--- src/rtl/tea_pkg.sv ---
package tea_pkg;

    localparam int unsigned WORD_W    = 32;
    localparam int unsigned CFG_IDX_W = 2;

    localparam logic [WORD_W-1:0] TEA_DELTA = 32'h9e37_79b9;

    localparam logic CMD_ENCRYPT = 1'b0;
    localparam logic CMD_DECRYPT = 1'b1;

    typedef enum logic [CFG_IDX_W-1:0] {
        REG_KEY_WORD0 = 2'd0,
        REG_KEY_WORD1 = 2'd1,
        REG_KEY_WORD2 = 2'd2,
        REG_KEY_WORD3 = 2'd3
    } t_cfg_idx;

    typedef struct packed {
        logic              cmd;
        logic [WORD_W-1:0] in_left;
        logic [WORD_W-1:0] in_right;
    } t_in;

    typedef struct packed {
        logic [WORD_W-1:0] out_left;
        logic [WORD_W-1:0] out_right;
    } t_out;

    typedef struct packed {
        logic [WORD_W-1:0] k0;
        logic [WORD_W-1:0] k1;
        logic [WORD_W-1:0] k2;
        logic [WORD_W-1:0] k3;
    } t_key;

    // round sum after n delta steps, wraps mod 2^32
    function automatic logic [WORD_W-1:0] tea_sum(input int unsigned n);
        logic [2*WORD_W-1:0] prod;
        prod = 64'(TEA_DELTA) * 64'(n);
        return prod[WORD_W-1:0];
    endfunction

    function automatic logic [WORD_W-1:0] tea_mix(
        input logic [WORD_W-1:0] x,
        input logic [WORD_W-1:0] sum,
        input logic [WORD_W-1:0] ka,
        input logic [WORD_W-1:0] kb
    );
        return ((x << 4) + ka) ^ (x + sum) ^ ((x >> 5) + kb);
    endfunction

endpackage

--- src/rtl/tea_half_round.sv ---
module tea_half_round #(
    parameter logic [31:0] SUM_ENC     = 32'h0000_0000,
    parameter logic [31:0] SUM_DEC     = 32'h0000_0000,
    parameter bit          SECOND_HALF = 1'b0
) (
    input  logic         i_clk,
    input  logic         i_rst_n,
    input  logic         i_en,
    input  logic         i_valid,
    input  tea_pkg::t_in i_data,
    input  tea_pkg::t_key i_key,
    output logic         o_valid,
    output tea_pkg::t_in o_data
);
    import tea_pkg::*;

    logic              r_valid;
    t_in               r_data;
    t_in               n_data;
    logic              w_enc;
    logic              w_upd_left;
    logic [WORD_W-1:0] w_x;
    logic [WORD_W-1:0] w_sum;
    logic [WORD_W-1:0] w_ka;
    logic [WORD_W-1:0] w_kb;
    logic [WORD_W-1:0] w_target;
    logic [WORD_W-1:0] w_mix;
    logic [WORD_W-1:0] w_new;

    // encrypt: left then right; decrypt: right then left
    assign w_enc      = (i_data.cmd == CMD_ENCRYPT);
    assign w_upd_left = w_enc ^ SECOND_HALF;
    assign w_x        = w_upd_left ? i_data.in_right : i_data.in_left;
    assign w_ka       = w_upd_left ? i_key.k0 : i_key.k2;
    assign w_kb       = w_upd_left ? i_key.k1 : i_key.k3;
    assign w_sum      = w_enc ? SUM_ENC : SUM_DEC;
    assign w_target   = w_upd_left ? i_data.in_left : i_data.in_right;
    assign w_mix      = tea_mix(w_x, w_sum, w_ka, w_kb);
    assign w_new      = w_enc ? (w_target + w_mix) : (w_target - w_mix);

    always_comb begin
        n_data = i_data;
        if (w_upd_left) begin
            n_data.in_left = w_new;
        end else begin
            n_data.in_right = w_new;
        end
    end

    always_ff @(posedge i_clk) begin
        if (!i_rst_n) begin
            r_valid <= 1'b0;
        end else if (i_en) begin
            r_valid <= i_valid;
        end
    end

    always_ff @(posedge i_clk) begin
        if (i_en && i_valid) begin
            r_data <= n_data;
        end
    end

    assign o_valid = r_valid;
    assign o_data  = r_data;

endmodule

--- config.mk ---
export PLATFORM = sky130hd
export DESIGN_NAME = tea_half_round
export DESIGN_NICKNAME = d
export VERILOG_FILES = /design/src/rtl/tea_pkg.sv /design/src/rtl/tea_half_round.sv
export SDC_FILE = /design/constraint.sdc
export NUM_CORES = 1
export LEC_CHECK = 0
export ABC_CLOCK_PERIOD_IN_PS = 8900
export BUFFER_PORTS_ARGS = -buffer_cell sky130_fd_sc_hd__clkbuf_2
export CORE_ASPECT_RATIO = 0.5
export CORE_MARGIN = 8
export CORE_UTILIZATION = 47
export CTS_CLUSTER_DIAMETER = 60
export CTS_CLUSTER_SIZE = 10
export DETAILED_ROUTE_END_ITERATION = 8
export GPL_ROUTABILITY_DRIVEN = 0
export GPL_TIMING_DRIVEN = 0
export PLACE_DENSITY_LB_ADDON = 0.3
export SYNTH_ARGS = -nofsm -noshare
export SYNTH_HDL_FRONTEND = slang
export SYNTH_SLANG_ARGS = --single-unit
--- constraint.sdc ---
create_clock -name i_clk -period 8.9 [get_ports i_clk]
set_input_delay 0.89 -clock i_clk [delete_from_list [all_inputs] [get_ports i_clk]]
set_output_delay 0.89 -clock i_clk [all_outputs]
set_load 0.03 [all_outputs]
### After elaboration in Yosys (flattened, before gate mapping)

Cells that the tools add are included.

* register bits: 66
* logic and storage cells: 18
* output and inout port bits: 66
* input port bits: 197

* bitwise gates (word level): 2
* $add $sub $neg: 4
* reduce and logical (&&, ||, !) cells: 1
* multiplexer cells: 7

Operator list (number)
* $mux W32: 7
* $add A32 B32 Y32: 2
* $xor A32 B32 Y32: 2
* $add A27 B32 Y32: 1
* $sub A32 B32 Y32: 1
* $logic_and A1 B1 Y1: 1

### Logic depth before layout (Yosys ltp)

* depth in word-level cells: 7
* depth in mapped cells: 34

### Worst setup path before layout

No wires, ideal clock.

* path type: input -> register
* start: input i_data[64] (netlist bit)
* end: register r_data, in the netlist o_data[63], data pin
* stages: 31
* slack: 1.197 ns
* data required time: 8.627 ns
* buffers on the path: 7
* arrival: 7.430 ns
* cell sequence: buf_6 -> buf_6 -> buf_2 -> buf_2 -> buf_2 -> clkbuf_1 -> clkbuf_1 -> mux2_2 -> ha_1 -> fa_1 -> a21o_1 -> a31o_2 -> a21oi_1 -> o21bai_1 -> a21o_1 -> xnor2_1 -> nor4_2 -> a21oi_1 -> xor2_1 -> ha_1 -> nand3_1 -> or3_1 -> a211oi_1 -> o211ai_1 -> o21ai_0 -> nand3_1 -> a31oi_1 -> a21boi_0 -> xnor2_1 -> nor4_1 -> o31ai_1

RTL lines
* start: declaration: line tea_half_round.sv:10 `input tea_pkg::t_in i_data,`
* end signal: assignment: line tea_half_round.sv:60 `r_data <= n_data;`
* end: declaration: line tea_half_round.sv:18 `t_in r_data;`

==> results.md <==
- The worst setup path is launched from a primary input.
- Buffers inserted during clock tree synthesis total 9.
- The maximum number of buffers from clock root to sink is 2.
- For this run, the leading register cell type out of synthesis is sky130_fd_sc_hd__edfxtp_1.
- The share of synthesized area in the top cell type comes to 0.201.
- The final routed wirelength across all metal layers is 34500 µm.
- After synthesis, the netlist uses 78 different library cells.
- The post-CTS setup-driven buffer insertion count is 0.
- The die area is 25800 µm².
- Headroom to the max-slew limit came out at 0.330.
- The synthesized design contains 65 enable-type register cells.
- The number of I/O port buffers is 262.
- Dividing the detail-routed wire length by the instance count gives 20.7 µm.
- The data required time at the worst endpoint is 8960 ps.
- The slew at the pin closest to its max-slew limit is 995 ps.
- The mapped netlist covers 9690 µm².
- The detail route stage leaves a number of antenna-violating nets equal to 0.
- The cell taking the most area after synthesis is sky130_fd_sc_hd__edfxtp_1.
- The tree built by TritonCTS fans out to 66 sinks.
- The worst setup slack after placement is -1020 ps.
- The worst setup path is of the primary input to flop kind.
- The cell that appears most often on the critical path is sky130_fd_sc_hd__a21o_1.
- For this block, the initial DRC count from the detailed router was 996.
- The kind of end point of the critical path is a flop.
- The initial core utilization is 0.476.
- For this block, the via count after detailed routing is 9875.
- The critical path data arrival time is 8580 ps.
- The clock latency of the later-clocked register in the worst-skew pair is 330 ps.
- The final period utilization is 0.957.
- The total number of nets in the final design is 1673.
- Along the worst path, the maximum fanout reaches 19.
- Subtracting the final worst setup slack from the clock period gives 8520 ps.
- The via count normalized by instance count is 5.93.
- The most frequent cell after synthesis is sky130_fd_sc_hd__xnor2_1.
- The tool flagged a number of max-cap violations equal to 0.
- In the synthesized netlist the async set-or-reset flop fraction comes to 0.
- In this run the horizontal extent of the chip is 219 µm.
- Before antenna repair, the detailed router went through 6 iterations.
- The number of design rule violations left after detail routing is 0.
- The proportion of layout cells with a drive suffix above 1 is 0.301.
- The number of antenna violations at the first check in global routing is 1.
- Compared with the post-synthesis result, the final layout area differs by 20.6%.
- The number of H-tree levels is 3.
- The total half-perimeter wirelength after legalization and detailed placement is 28900 µm.
- The critical path's slowest cell is sky130_fd_sc_hd__xnor2_1.
- The power density of the placed cells is 272 nW/µm².
- The number of global-route vias before repair is 9576.
- The flow ran to the end, and the final reports show no timing, DRC or antenna violations.
- After floorplanning, the core was sized to cover 20400 µm².
- The first global-routing pass estimated 52500 µm of wire.
- The count of mapped cells out of synthesis is 1115.
- The CTS root buffer is sky130_fd_sc_hd__clkbuf_16.
- The worst setup margin is 381 ps.
- Entering global routing, the biggest net connects 67 pins.
- The cell leakage power is 5.23 nW.
- The count of final setup violators is 0.
- The boundary pin count is 263.
- By count the netlist is led by 124 x sky130_fd_sc_hd__xnor2_1, 102 x sky130_fd_sc_hd__nand2_1, 94 x sky130_fd_sc_hd__mux2_2.
- The largest single stage delay on the critical path is 480 ps.
- The count of pins over their slew limit is 0.
- The clock slew at the register clock pins of the worst setup and hold paths is 60 ps.
- Clock skew on the completed layout was measured at 0 ps.
- The synthesized area per cell is 8.69 µm².
- In this run the vertical extent of the chip is 118 µm.
- TritonCTS built the clock tree.
- During synthesis, Yosys emitted a total of 0 warnings.
- Across every metal layer, demand over resource in global routing totals 0.255.
- The total overflow left after global routing is 0.
- The post-route total power is 0.00318 W.
- The net count after synthesis is 1401.
- In the post-synthesis netlist, the biggest area contributors are sky130_fd_sc_hd__edfxtp_1 20%, sky130_fd_sc_hd__xnor2_1 11%, sky130_fd_sc_hd__ha_1 11%.
- Setup repair after global routing left no endpoint under its margin.
- The path class of the tightest hold or removal check is flop to flop.
- Derived from the worst setup path, the maximum achievable clock frequency is 0.117 GHz.
- The placement row count is 37.
- The final-report hold violation count is 0.
- The worst vdd rail ir drop is 0.139 mV.
- In this run, synthesis produced a sequential element count of 66.
- The sequential share of the synthesized area is 0.203.
-- critical path, delay by kind of cell --
family | cells | cell delay [ps]
and+or+nand+nor | 5 | 890
adders and majority gates | 3 | 1000
xor gates and xnor gates | 4 | 1030
buffers and inverters | 7 | 1630
AOI/OAI and AO/OA | 12 | 2710
muxes | 1 | 420
-- metrics by stage --
step	hold slack, ps	instances	area (µm²)	util	TNS (ps)
final	587	1666	11700	0.574	0
after global placement	569	1650	11300	0.557	-9840
after global routing	642	1666	11700	0.574	0
after floorplan	747	1115	9690	-	0
after CTS	595	1665	11600	0.571	0
after detailed placement	578	1650	11300	0.557	-13180
-- report_power, final --
group	total [W]	switching [W]	internal (W)
clock network	0.000340	0.000137	0.000203
registers	0.000505	0.0000249	0.000480
logic	0.00234	0.00144	0.000900
total	0.00318	0.00160	0.00158
-- final timing paths --
path,slack [ps],start,to,cells past startpoint
hold / removal,590,o_valid,o_valid,2
setup reg to reg,8220,o_valid,o_valid,2
setup / recovery,380,i_data[64],o_data[63],32
hold reg to reg,590,o_valid,o_valid,2
-- metal layers --
layer / vias to the layer above / global-route usage / routed length (µm) / share of wire
met1: 4658 / 0.373 / 15600 / 0.45
met2: 502 / 0.384 / 14700 / 0.43
met3: 40 / 0.0457 / 3690 / 0.11
met4: 0 / 0.0535 / 516 / 0.015
met5: - / 0 / 0 / 0
li1: 4675 / - / - / -
-- cell type report --
cell class / instances / area, µm²
fillers: 1865 / 8680
multi-input cells: 984 / 7500
flip-flops and latches: 66 / 1970
repair buffers: 262 / 1310
well taps: 273 / 342
clock buffers: 12 / 256
plain buffers: 37 / 179
inverters: 27 / 101
clock inverters: 4 / 26.3
diodes: 1 / 2.50
-- what timing repair did --
item | 4_1_cts | 5_1_grt
gates cloned | 0 | 0
hold endpoints to repair | 0 | 0
gates resized for setup | 2 | 20
endpoints found under the setup margin | 19 | 13
hold buffers | 0 | 0
-- placed cells by master (no fill, tap or decap), types with 6 or more instances in the layout --
| cell type | instances |
|---|---|
| sky130_fd_sc_hd__clkbuf_2 | 267 |
| sky130_fd_sc_hd__xnor2_1 | 121 |
| sky130_fd_sc_hd__nand2_1 | 102 |
| sky130_fd_sc_hd__mux2_2 | 94 |
| sky130_fd_sc_hd__a21oi_1 | 89 |
| sky130_fd_sc_hd__ha_1 | 86 |
| sky130_fd_sc_hd__o21ai_0 | 81 |
| sky130_fd_sc_hd__edfxtp_1 | 65 |
| sky130_fd_sc_hd__xor2_1 | 56 |
| sky130_fd_sc_hd__nor2_1 | 46 |
| sky130_fd_sc_hd__a21o_1 | 39 |
| sky130_fd_sc_hd__inv_1 | 26 |
| sky130_fd_sc_hd__nor2b_1 | 21 |
| sky130_fd_sc_hd__clkbuf_1 | 21 |
| sky130_fd_sc_hd__nand2b_1 | 20 |
| sky130_fd_sc_hd__o21bai_1 | 19 |
| sky130_fd_sc_hd__nand4_1 | 18 |
| sky130_fd_sc_hd__a31oi_1 | 13 |
| sky130_fd_sc_hd__nand3_1 | 13 |
| sky130_fd_sc_hd__nor3_1 | 12 |
| sky130_fd_sc_hd__and3_1 | 11 |
| sky130_fd_sc_hd__o21a_1 | 11 |
| sky130_fd_sc_hd__clkbuf_16 | 9 |
| sky130_fd_sc_hd__mux2i_1 | 8 |
| sky130_fd_sc_hd__and2_1 | 7 |
| sky130_fd_sc_hd__o211ai_1 | 7 |
| sky130_fd_sc_hd__buf_2 | 6 |
| sky130_fd_sc_hd__o21ai_1 | 6 |
-- logic make-up after synthesis --
group / Yosys count / synth area share
AOI/OAI and AO/OA: 321 / 0.210
DFF: 66 / 0.203
muxes: 103 / 0.119
adders and majority gates: 89 / 0.117
xor gates and xnor gates: 183 / 0.169
buffers and inverters: 65 / 0.0283
and+or+nand+nor: 288 / 0.153
-- sequential cells by signal (all words and copies together) (netlist names) --
| register | flops |
|---|---|
| o_valid | 1 |
| o_data | 65 |
No activity file was read; power rests on OpenSTA's default activity.
