**src/rtl/tea_pkg.sv**
```systemverilog
package tea_pkg;

    localparam int unsigned WORD_W    = 32;
    localparam int unsigned CFG_IDX_W = 2;

    localparam logic [WORD_W-1:0] TEA_DELTA = 32'h9e37_79b9;

    localparam logic CMD_ENCRYPT = 1'b0;
    localparam logic CMD_DECRYPT = 1'b1;

    typedef enum logic [CFG_IDX_W-1:0] {
        REG_KEY_WORD0 = 2'd0,
        REG_KEY_WORD1 = 2'd1,
        REG_KEY_WORD2 = 2'd2,
        REG_KEY_WORD3 = 2'd3
    } t_cfg_idx;

    typedef struct packed {
        logic              cmd;
        logic [WORD_W-1:0] in_left;
        logic [WORD_W-1:0] in_right;
    } t_in;

    typedef struct packed {
        logic [WORD_W-1:0] out_left;
        logic [WORD_W-1:0] out_right;
    } t_out;

    typedef struct packed {
        logic [WORD_W-1:0] k0;
        logic [WORD_W-1:0] k1;
        logic [WORD_W-1:0] k2;
        logic [WORD_W-1:0] k3;
    } t_key;

    // round sum after n delta steps, wraps mod 2^32
    function automatic logic [WORD_W-1:0] tea_sum(input int unsigned n);
        logic [2*WORD_W-1:0] prod;
        prod = 64'(TEA_DELTA) * 64'(n);
        return prod[WORD_W-1:0];
    endfunction

    function automatic logic [WORD_W-1:0] tea_mix(
        input logic [WORD_W-1:0] x,
        input logic [WORD_W-1:0] sum,
        input logic [WORD_W-1:0] ka,
        input logic [WORD_W-1:0] kb
    );
        return ((x << 4) + ka) ^ (x + sum) ^ ((x >> 5) + kb);
    endfunction

endpackage

```
**src/rtl/tea_out_buf.sv**
```systemverilog
module tea_out_buf (
    input  logic          i_clk,
    input  logic          i_rst_n,
    input  logic          i_valid,
    input  tea_pkg::t_out i_data,
    input  logic          i_stall,
    output logic          o_valid,
    output tea_pkg::t_out o_data,
    output logic          o_full
);
    import tea_pkg::*;

    logic r_out_valid;
    t_out r_out;
    logic r_skid_valid;
    t_out r_skid;
    logic w_out_free;

    assign w_out_free = !r_out_valid || !i_stall;

    // upstream only moves while the skid entry is empty
    always_ff @(posedge i_clk) begin
        if (!i_rst_n) begin
            r_out_valid  <= 1'b0;
            r_skid_valid <= 1'b0;
        end else if (w_out_free) begin
            if (r_skid_valid) begin
                r_out_valid  <= 1'b1;
                r_skid_valid <= 1'b0;
            end else begin
                r_out_valid <= i_valid;
            end
        end else if (!r_skid_valid && i_valid) begin
            r_skid_valid <= 1'b1;
        end
    end

    always_ff @(posedge i_clk) begin
        if (w_out_free) begin
            if (r_skid_valid) begin
                r_out <= r_skid;
            end else if (i_valid) begin
                r_out <= i_data;
            end
        end else if (!r_skid_valid && i_valid) begin
            r_skid <= i_data;
        end
    end

    assign o_valid = r_out_valid;
    assign o_data  = r_out;
    assign o_full  = r_skid_valid;

endmodule
```
**config.mk**
```make
export PLATFORM = sky130hd
export DESIGN_NAME = tea_out_buf
export DESIGN_NICKNAME = d
export VERILOG_FILES = /design/src/rtl/tea_pkg.sv /design/src/rtl/tea_out_buf.sv
export SDC_FILE = /design/constraint.sdc
export NUM_CORES = 1
export LEC_CHECK = 0
export BUFFER_PORTS_ARGS = -buffer_cell sky130_fd_sc_hd__buf_2
export CORE_MARGIN = 2
export CORE_UTILIZATION = 24
export CTS_CLUSTER_SIZE = 14
export DETAILED_ROUTE_END_ITERATION = 6
export PLACE_DENSITY = 0.53
export SLEW_MARGIN = 20
export SYNTH_ARGS = -nofsm -noshare
export SYNTH_HDL_FRONTEND = slang
export SYNTH_SLANG_ARGS = --single-unit
```
**constraint.sdc**
```tcl
create_clock -name i_clk -period 9.25 [get_ports i_clk]
set_clock_uncertainty 0.15 [all_clocks]
set_input_delay 1.85 -clock i_clk [delete_from_list [all_inputs] [get_ports i_clk]]
set_output_delay 1.85 -clock i_clk [all_outputs]
set_load 0.005 [all_outputs]
```
## Yosys cells after proc, flatten, opt, wreduce, memory -nomap -nowiden

Cells that the tools add are included.

| storage, ports and cells | value |
|---|---|
| ROM bits | 0 |
| latch bits | 0 |
| word-level logic and storage cells | 20 |
| memories | 0 |
| register bits | 130 |
| bits in writable memories | 0 |
| output and inout bits | 66 |
| bits of input ports | 68 |

| operators by class | value |
|---|---|
| mux-type cells | 3 |
| shift operators | 0 |
| div/mod/pow operators | 0 |
| equal/unequal tests | 0 |
| reduce and logical (&&, ||, !) cells | 9 |
| bitwise operators | 2 |
| add/sub/neg operators | 0 |
| multiply operators | 0 |
| magnitude comparators | 0 |

Operator list:

| kind | count |
|---|---|
| 64-bit two-way mux | 2 |
| 2-bit AND reduction | 2 |
| 1-bit logical NOT | 3 |
| 1-bit inverter | 2 |
| 2-bit nonzero test | 1 |
| 2-bit OR reduction | 1 |
| 1-bit logical AND | 1 |
| 1-bit logical OR | 1 |
| 1-bit two-way mux | 1 |

## Logic depth before layout (Yosys ltp)

Gate-level depths: netlist of the first run.

| logic depth | value |
|---|---|
| depth in word-level cells | 4 |
| mapped depth | 4 |
| mapped depth without buffers | 2 |

## Least setup slack after synthesis of the first run

No wires, ideal clock.

| timing | value |
|---|---|
| path type | input -> register |
| from | input port i_stall |
| to | register r_skid[0] in the netlist's numbering, enable pin |
| setup time | 0.578 ns |
| stages on the path | 2 |
| buffers on the path | 0 |
| required time | 8.522 ns |
| slack | 1.881 ns |
| arrival | 6.641 ns |
| path through | nand2_1 > nor3b_1 |

| on the way | value |
|---|---|
| word-level cells in the longest chain between the ends | 4 |

RTL lines:

| element | RTL line | RTL |
|---|---|---|
| from (decl) | tea_out_buf.sv:6 | `input logic i_stall,` |
| 1-bit logical NOT | tea_out_buf.sv:19 | `assign w_out_free = !r_out_valid \|\| !i_stall;` |
| 1-bit logical OR | tea_out_buf.sv:19 |  |
| 1-bit inverter (no source line) | -- |  |
| 2-bit AND reduction (no source line) | -- |  |
| to (signal assigned) | tea_out_buf.sv:46 | `r_skid <= i_data;` |
| to (decl) | tea_out_buf.sv:16 | `t_out r_skid;` |

No other way between the ends.
A chain may end at the register's enable or synchronous reset.

## Worst setup path in the final report of the first run

| timing | value |
|---|---|
| from | input port i_stall |
| to | register r_skid[18] in the netlist's numbering, enable pin |

Same word-level chain as after synthesis.

==> results of run 1 <==
## state kept, by name (all words and copies together) (netlist names)
signal   count
o_full       1
r_skid      64
o_valid      1
o_data      64
## placed cells by master (no fill, tap or decap), types with 2 or more instances in the layout
cell type	synthesis	routed
nor3b_2	1	2
clkbuf_16	0	17
mux2_2	64	64
buf_4	0	3
clkinvlp_4	0	2
clkinv_2	0	5
edfxtp_1	128	128
bufinv_16	0	3
clkinv_1	0	4
buf_2	2	133
## worst reg2reg max path, cell delays in order, from the launching register on
cell,delay [ns]
dfxtp_4,0.55
nor2_1,0.18
a21oi_4,0.13
buf_4,0.71
## cell type report
class | instances | area (sq um)
repair buffers | 136 | 688
well taps | 265 | 332
fillers | 1881 | 13100
clock inverters | 14 | 145
clock buffers | 18 | 429
flip-flops and latches | 130 | 3890
multi-input cells | 70 | 777
## through the flow
| step | power, mW | hold WS, ns | cells | setup slack (ns) |
|---|---|---|---|---|
| 3_3_place_gp | 0.773 | 0.376 | 601 | 5.70 |
| 5_1_grt | 1.47 | 0.408 | 633 | 5.97 |
| 2_1_floorplan | 0.732 | 0.360 | 207 | 1.88 |
| 4_1_cts | 1.44 | 0.397 | 633 | 6.05 |
| 3_5_place_dp | 0.776 | 0.381 | 601 | 5.60 |
| 6_report | 1.41 | 0.394 | 633 | 6.07 |
## cell families after synthesis
kind of cell | count (synthesis) | share of synthesized area (%)
AND/OR/NAND/NOR | 4 | 0.584
flip-flops | 130 | 82.4
buffers and inverters | 7 | 1.41
AO/OA/AOI/OAI | 2 | 0.266
multiplexers | 64 | 15.3
## Yosys cell counts
master | n | area (sq um)
edfxtp_1 | 128 | 3840
mux2_2 | 64 | 721
buf_6 | 5 | 56.3
buf_2 | 2 | 10.0
dfxtp_1 | 2 | 40.0
a21boi_1 | 1 | 7.51
a21oi_1 | 1 | 5.00
nand2_1 | 1 | 3.75
nor2_1 | 1 | 3.75
nor3b_1 | 1 | 7.51
nor3b_2 | 1 | 12.5
## where the power goes
| group | leakage, nW | switching (mW) | internal (mW) | total, mW |
|---|---|---|---|---|
| Sequential | 1.22 | 0.00730 | 0.680 | 0.687 |
| Combinational | 0.785 | 0.0370 | 0.0370 | 0.0740 |
| Clock | 0.279 | 0.236 | 0.417 | 0.652 |
## per-layer routing
metal / wire [microns] / part of all wire [%]
met5: 0 / 0
met4: 250 / 2.6
met3: 562 / 5.9
met2: 4920 / 52
met1: 3770 / 40
## how the worst max path moves through the flow
| stage | slack, ns | depth (start not counted) | endpoint | from |
|---|---|---|---|---|
| after floorplan | 1.88 | 2 | r_skid[0]$_DFFE_PP_ | i_stall |
| after global placement | 5.70 | 4 | r_skid[20]$_DFFE_PP_ | i_stall |
| after detailed placement | 5.60 | 4 | r_skid[14]$_DFFE_PP_ | i_stall |
| after CTS | 6.05 | 1 | o_full | o_full$_SDFFE_PP0P_ |
| after global routing | 5.97 | 4 | r_skid[14]$_DFFE_PP_ | i_stall |
| final | 6.07 | 4 | r_skid[18]$_DFFE_PP_ | i_stall |
==> flow_summary.json, run 1 <==
{
  "hold_viol": 0,
  "worstPathRequired_ns": 9.13,
  "drive_above_1_share_pct": 62.8,
  "wirelength_mm": 9.50,
  "cp-start-kind": "input pin",
  "hold_class": "register to register",
  "route.detailed.drc": 0,
  "clk_latency_ns": 0.41,
  "avgSynthCellArea_sq_um": 22.8,
  "end_kind": "register",
  "clkTransAtPathRegs_ns": 0.06,
  "power_density_nw_per_um2": 226,
  "routedWlPerCell_microns": 15.0,
  "relSlewSlack_pct": 38.8,
  "initial_core_util_pct": 24.4,
  "antenna_found_initial": 0,
  "cts-root-buf": "clkbuf_16",
  "timing.final.crit_share_pct": 34.4,
  "cts_tree": "done",
  "slew_viol_final": 0,
  "path_max_fanout": 64,
  "leakagePower_nw": 2.28,
  "ys.warnings.count": 0,
  "final_area_sq_um": 6260,
  "fmax_ghz": 0.314,
  "critical-path-slowest-cell": "buf_4",
  "diodes": 0,
  "critPathKind": "input pin to register",
  "met3_usage_pct": 3.58,
  "post_cts_buffers": 0,
  "layout_min_cycle_time_ns": 3.18,
  "viasPerCell": 3.88,
  "syn_area_sq_um": 4710,
  "r2r_end": "o_data[20]$_DFFE_PP_",
  "cts_hold_buf": 0,
  "io_buffers": 133,
  "grt_first_pass_wirelength_mm": 14.2,
  "grt_pass1_vias": 2684,
  "tns_ns": 0,
  "place_area_sq_um": 5680,
  "grt_usage_pct": 9.42,
  "r2r_slack_ns": 7.12,
  "max_slew.worst_pin.slew_ns": 0.918,
  "fp.dieH_microns": 144,
  "vias": 2455,
  "dr.pass1.iters": 4,
  "use_met1_pct": 9.68,
  "irDropWorstVdd_v": 0.000113,
  "setup_viol": 0,
  "path_delay_family": "buffers and inverters",
  "rsz0062_at_grt": "false",
  "core_sq_um": 19300,
  "arrival_ns": 3.06,
  "htreeDepth": 4,
  "synth_cell_types": 11,
  "post-route-util_pct": 32.4,
  "ys_seq_area_share_pct": 82.4,
  "dieArea_sq_um": 20800,
  "synth_nets": 275,
  "worstRegToRegCells": 3,
  "slowest_delay_ns": 0.73,
  "use_met2_pct": 16.2,
  "clkSinkCount": 130,
  "grt_max_degree": 65,
  "ioPinCount": 134,
  "holdCritStartpoint": "r_skid[6]$_DFFE_PP_",
  "holdPathStages": 1,
  "cts.repair.resized": 0,
  "syn-instance-count": 207,
  "syn2layout_area_growth_pct": 32.9,
  "cts_made_buffers": 17,
  "holdPathEnd": "o_data[6]$_DFFE_PP_",
  "grt_overflow": 0,
  "path_cells": "buf_2 -> nand2_1 -> nor3b_2 -> buf_4",
  "maxCapViolCount": 0,
  "clock_path_buffers": 2,
  "hpwl_mm": 5.93,
  "drtIter0Drc": 88,
  "cp.buffers_inverters": 2,
  "status": "completed",
  "place.gp.congestion": 0.742,
  "die_x_microns": 144,
  "busiest_layer": "met2",
  "nets": 423,
  "r2r-start": "o_full$_SDFFE_PP0P_",
  "ys_seq_elements": 130,
  "rows": 51,
  "ant_nets": 0
}
(Power assumes the default switching activity.)
==> run 2: changes to the inputs <==
- clock period: 9.25 -> 3.01 ns (I/O delays scaled with it)
==> flow_summary.json, run 2 (synthesis gave the netlist of run 1 again) <==
{
  "status": "completed",
  "antenna_found_initial": 0,
  "end_kind": "output pin",
  "fmax_ghz": 0.399,
  "ioPinCount": 134,
  "route.met2.wl_mm": 4.32,
  "core_sq_um": 19300,
  "post-route-util_pct": 32.4,
  "diodes": 0,
  "dp.cells": 603,
  "grt_first_pass_wirelength_mm": 13.6,
  "route.detailed.drc": 0,
  "grt_pass1_vias": 2591,
  "clock_path_buffers": 2,
  "cts-root-buf": "clkbuf_16",
  "post_cts_buffers": 0,
  "tns_ns": 0,
  "die_x_microns": 144,
  "slew_viol_final": 0,
  "critPathKind": "register to output pin",
  "grt_usage_pct": 8.85,
  "fp.dieH_microns": 144,
  "vias": 2441,
  "path_max_fanout": 43,
  "layout_min_cycle_time_ns": 2.51,
  "drive_above_1_share_pct": 63.5,
  "relSlewSlack_pct": 58.8,
  "irDropWorstVdd_v": 0.000346,
  "grt_max_degree": 44,
  "hpwl_mm": 5.87,
  "setup_viol": 0,
  "max_slew.worst_pin.slew_ns": 0.618,
  "ant_nets": 0,
  "whs_ns": 0.229,
  "io_buffers": 133,
  "htreeDepth": 4,
  "grt_overflow": 0,
  "cts_tree": "done",
  "clk_latency_ns": 0.40,
  "hold_viol": 0,
  "clkTransAtPathRegs_ns": 0.06,
  "routedWlPerCell_microns": 14.1,
  "final_cell_mix": "buf_2 (133), edfxtp_1 (128), mux2_2 (64)",
  "final_common_cell": "buf_2",
  "dr.pass1.iters": 4,
  "nets": 425,
  "rows": 51,
  "cts_made_buffers": 17,
  "final_cells": 635,
  "syn2layout_area_growth_pct": 33.1,
  "arrival_ns": 1.76,
  "wirelength_mm": 8.96,
  "place.gp.congestion": 0.667,
  "drtIter0Drc": 103,
  "cts.repair.resized": 0,
  "cts_hold_buf": 0,
  "worstPathRequired_ns": 2.26,
  "leakagePower_nw": 2.29,
  "clkSinkCount": 130,
  "dieArea_sq_um": 20800,
  "timing.final.crit_share_pct": 83.3,
  "maxCapViolCount": 0,
  "initial_core_util_pct": 24.4,
  "highest_layer": "met4",
  "met3WireLength_microns": 527,
  "r2r_slack_ns": 1.04,
  "viasPerCell": 3.84,
  "cp-start-kind": "register",
  "hold_class": "input pin to register",
  "routedLengthMet1_mm": 4.01,
  "power.total_mw": 4.30,
  "rsz0062_at_grt": "false",
  "power_density_nw_per_um2": 685
}
run 2: power by group:
group / switching, mW / leakage, nW / total, mW / internal [mW]
Combinational: 0.113 / 0.796 / 0.229 / 0.116
Sequential: 0.0227 / 1.22 / 2.11 / 2.09
Clock: 0.748 / 0.276 / 1.96 / 1.21
Total: 0.884 / 2.29 / 4.30 / 3.41
run 2: per-stage QoR:
step	setup WS (ns)	area, sq um
after floorplan	0.00647	4730
after global routing	0.341	6270
final	0.503	6270
after CTS	0.411	6270
after global placement	0.886	5710
after detailed placement	0.837	5710
run 2: worst paths after layout:
path	from	to	depth (start not counted)
worst max-delay path	o_full$_SDFFE_PP0P_	o_full	2
worst min-delay path	i_data[21]	r_skid[21]$_DFFE_PP_	1
worst max register to register	o_full$_SDFFE_PP0P_	o_data[22]$_DFFE_PP_	3
worst min register to register	r_skid[48]$_DFFE_PP_	o_data[48]$_DFFE_PP_	1
run 2: final cells by class:
type                       count  area (sq um)
clock buffer                  17           425
multi-input combinational     70           783
fill                        1892         13100
timing repair buffer         138           703
tap                          265           332
sequential                   130          3890
clock inverter                15           141
run 2: routing by layer:
metal | vias to the layer above | GRT usage [%]
li1 | 1134 | -
met1 | 1219 | 10.9
met2 | 75 | 13.6
met3 | 13 | 3.91
met4 | 0 | 3.56
met5 | - | 0
run 2: critical path, cell delays in order (launching register included):
cell and delay [ns]:
dfxtp_4 0.57, buf_4 0.55, buf_2 0.22
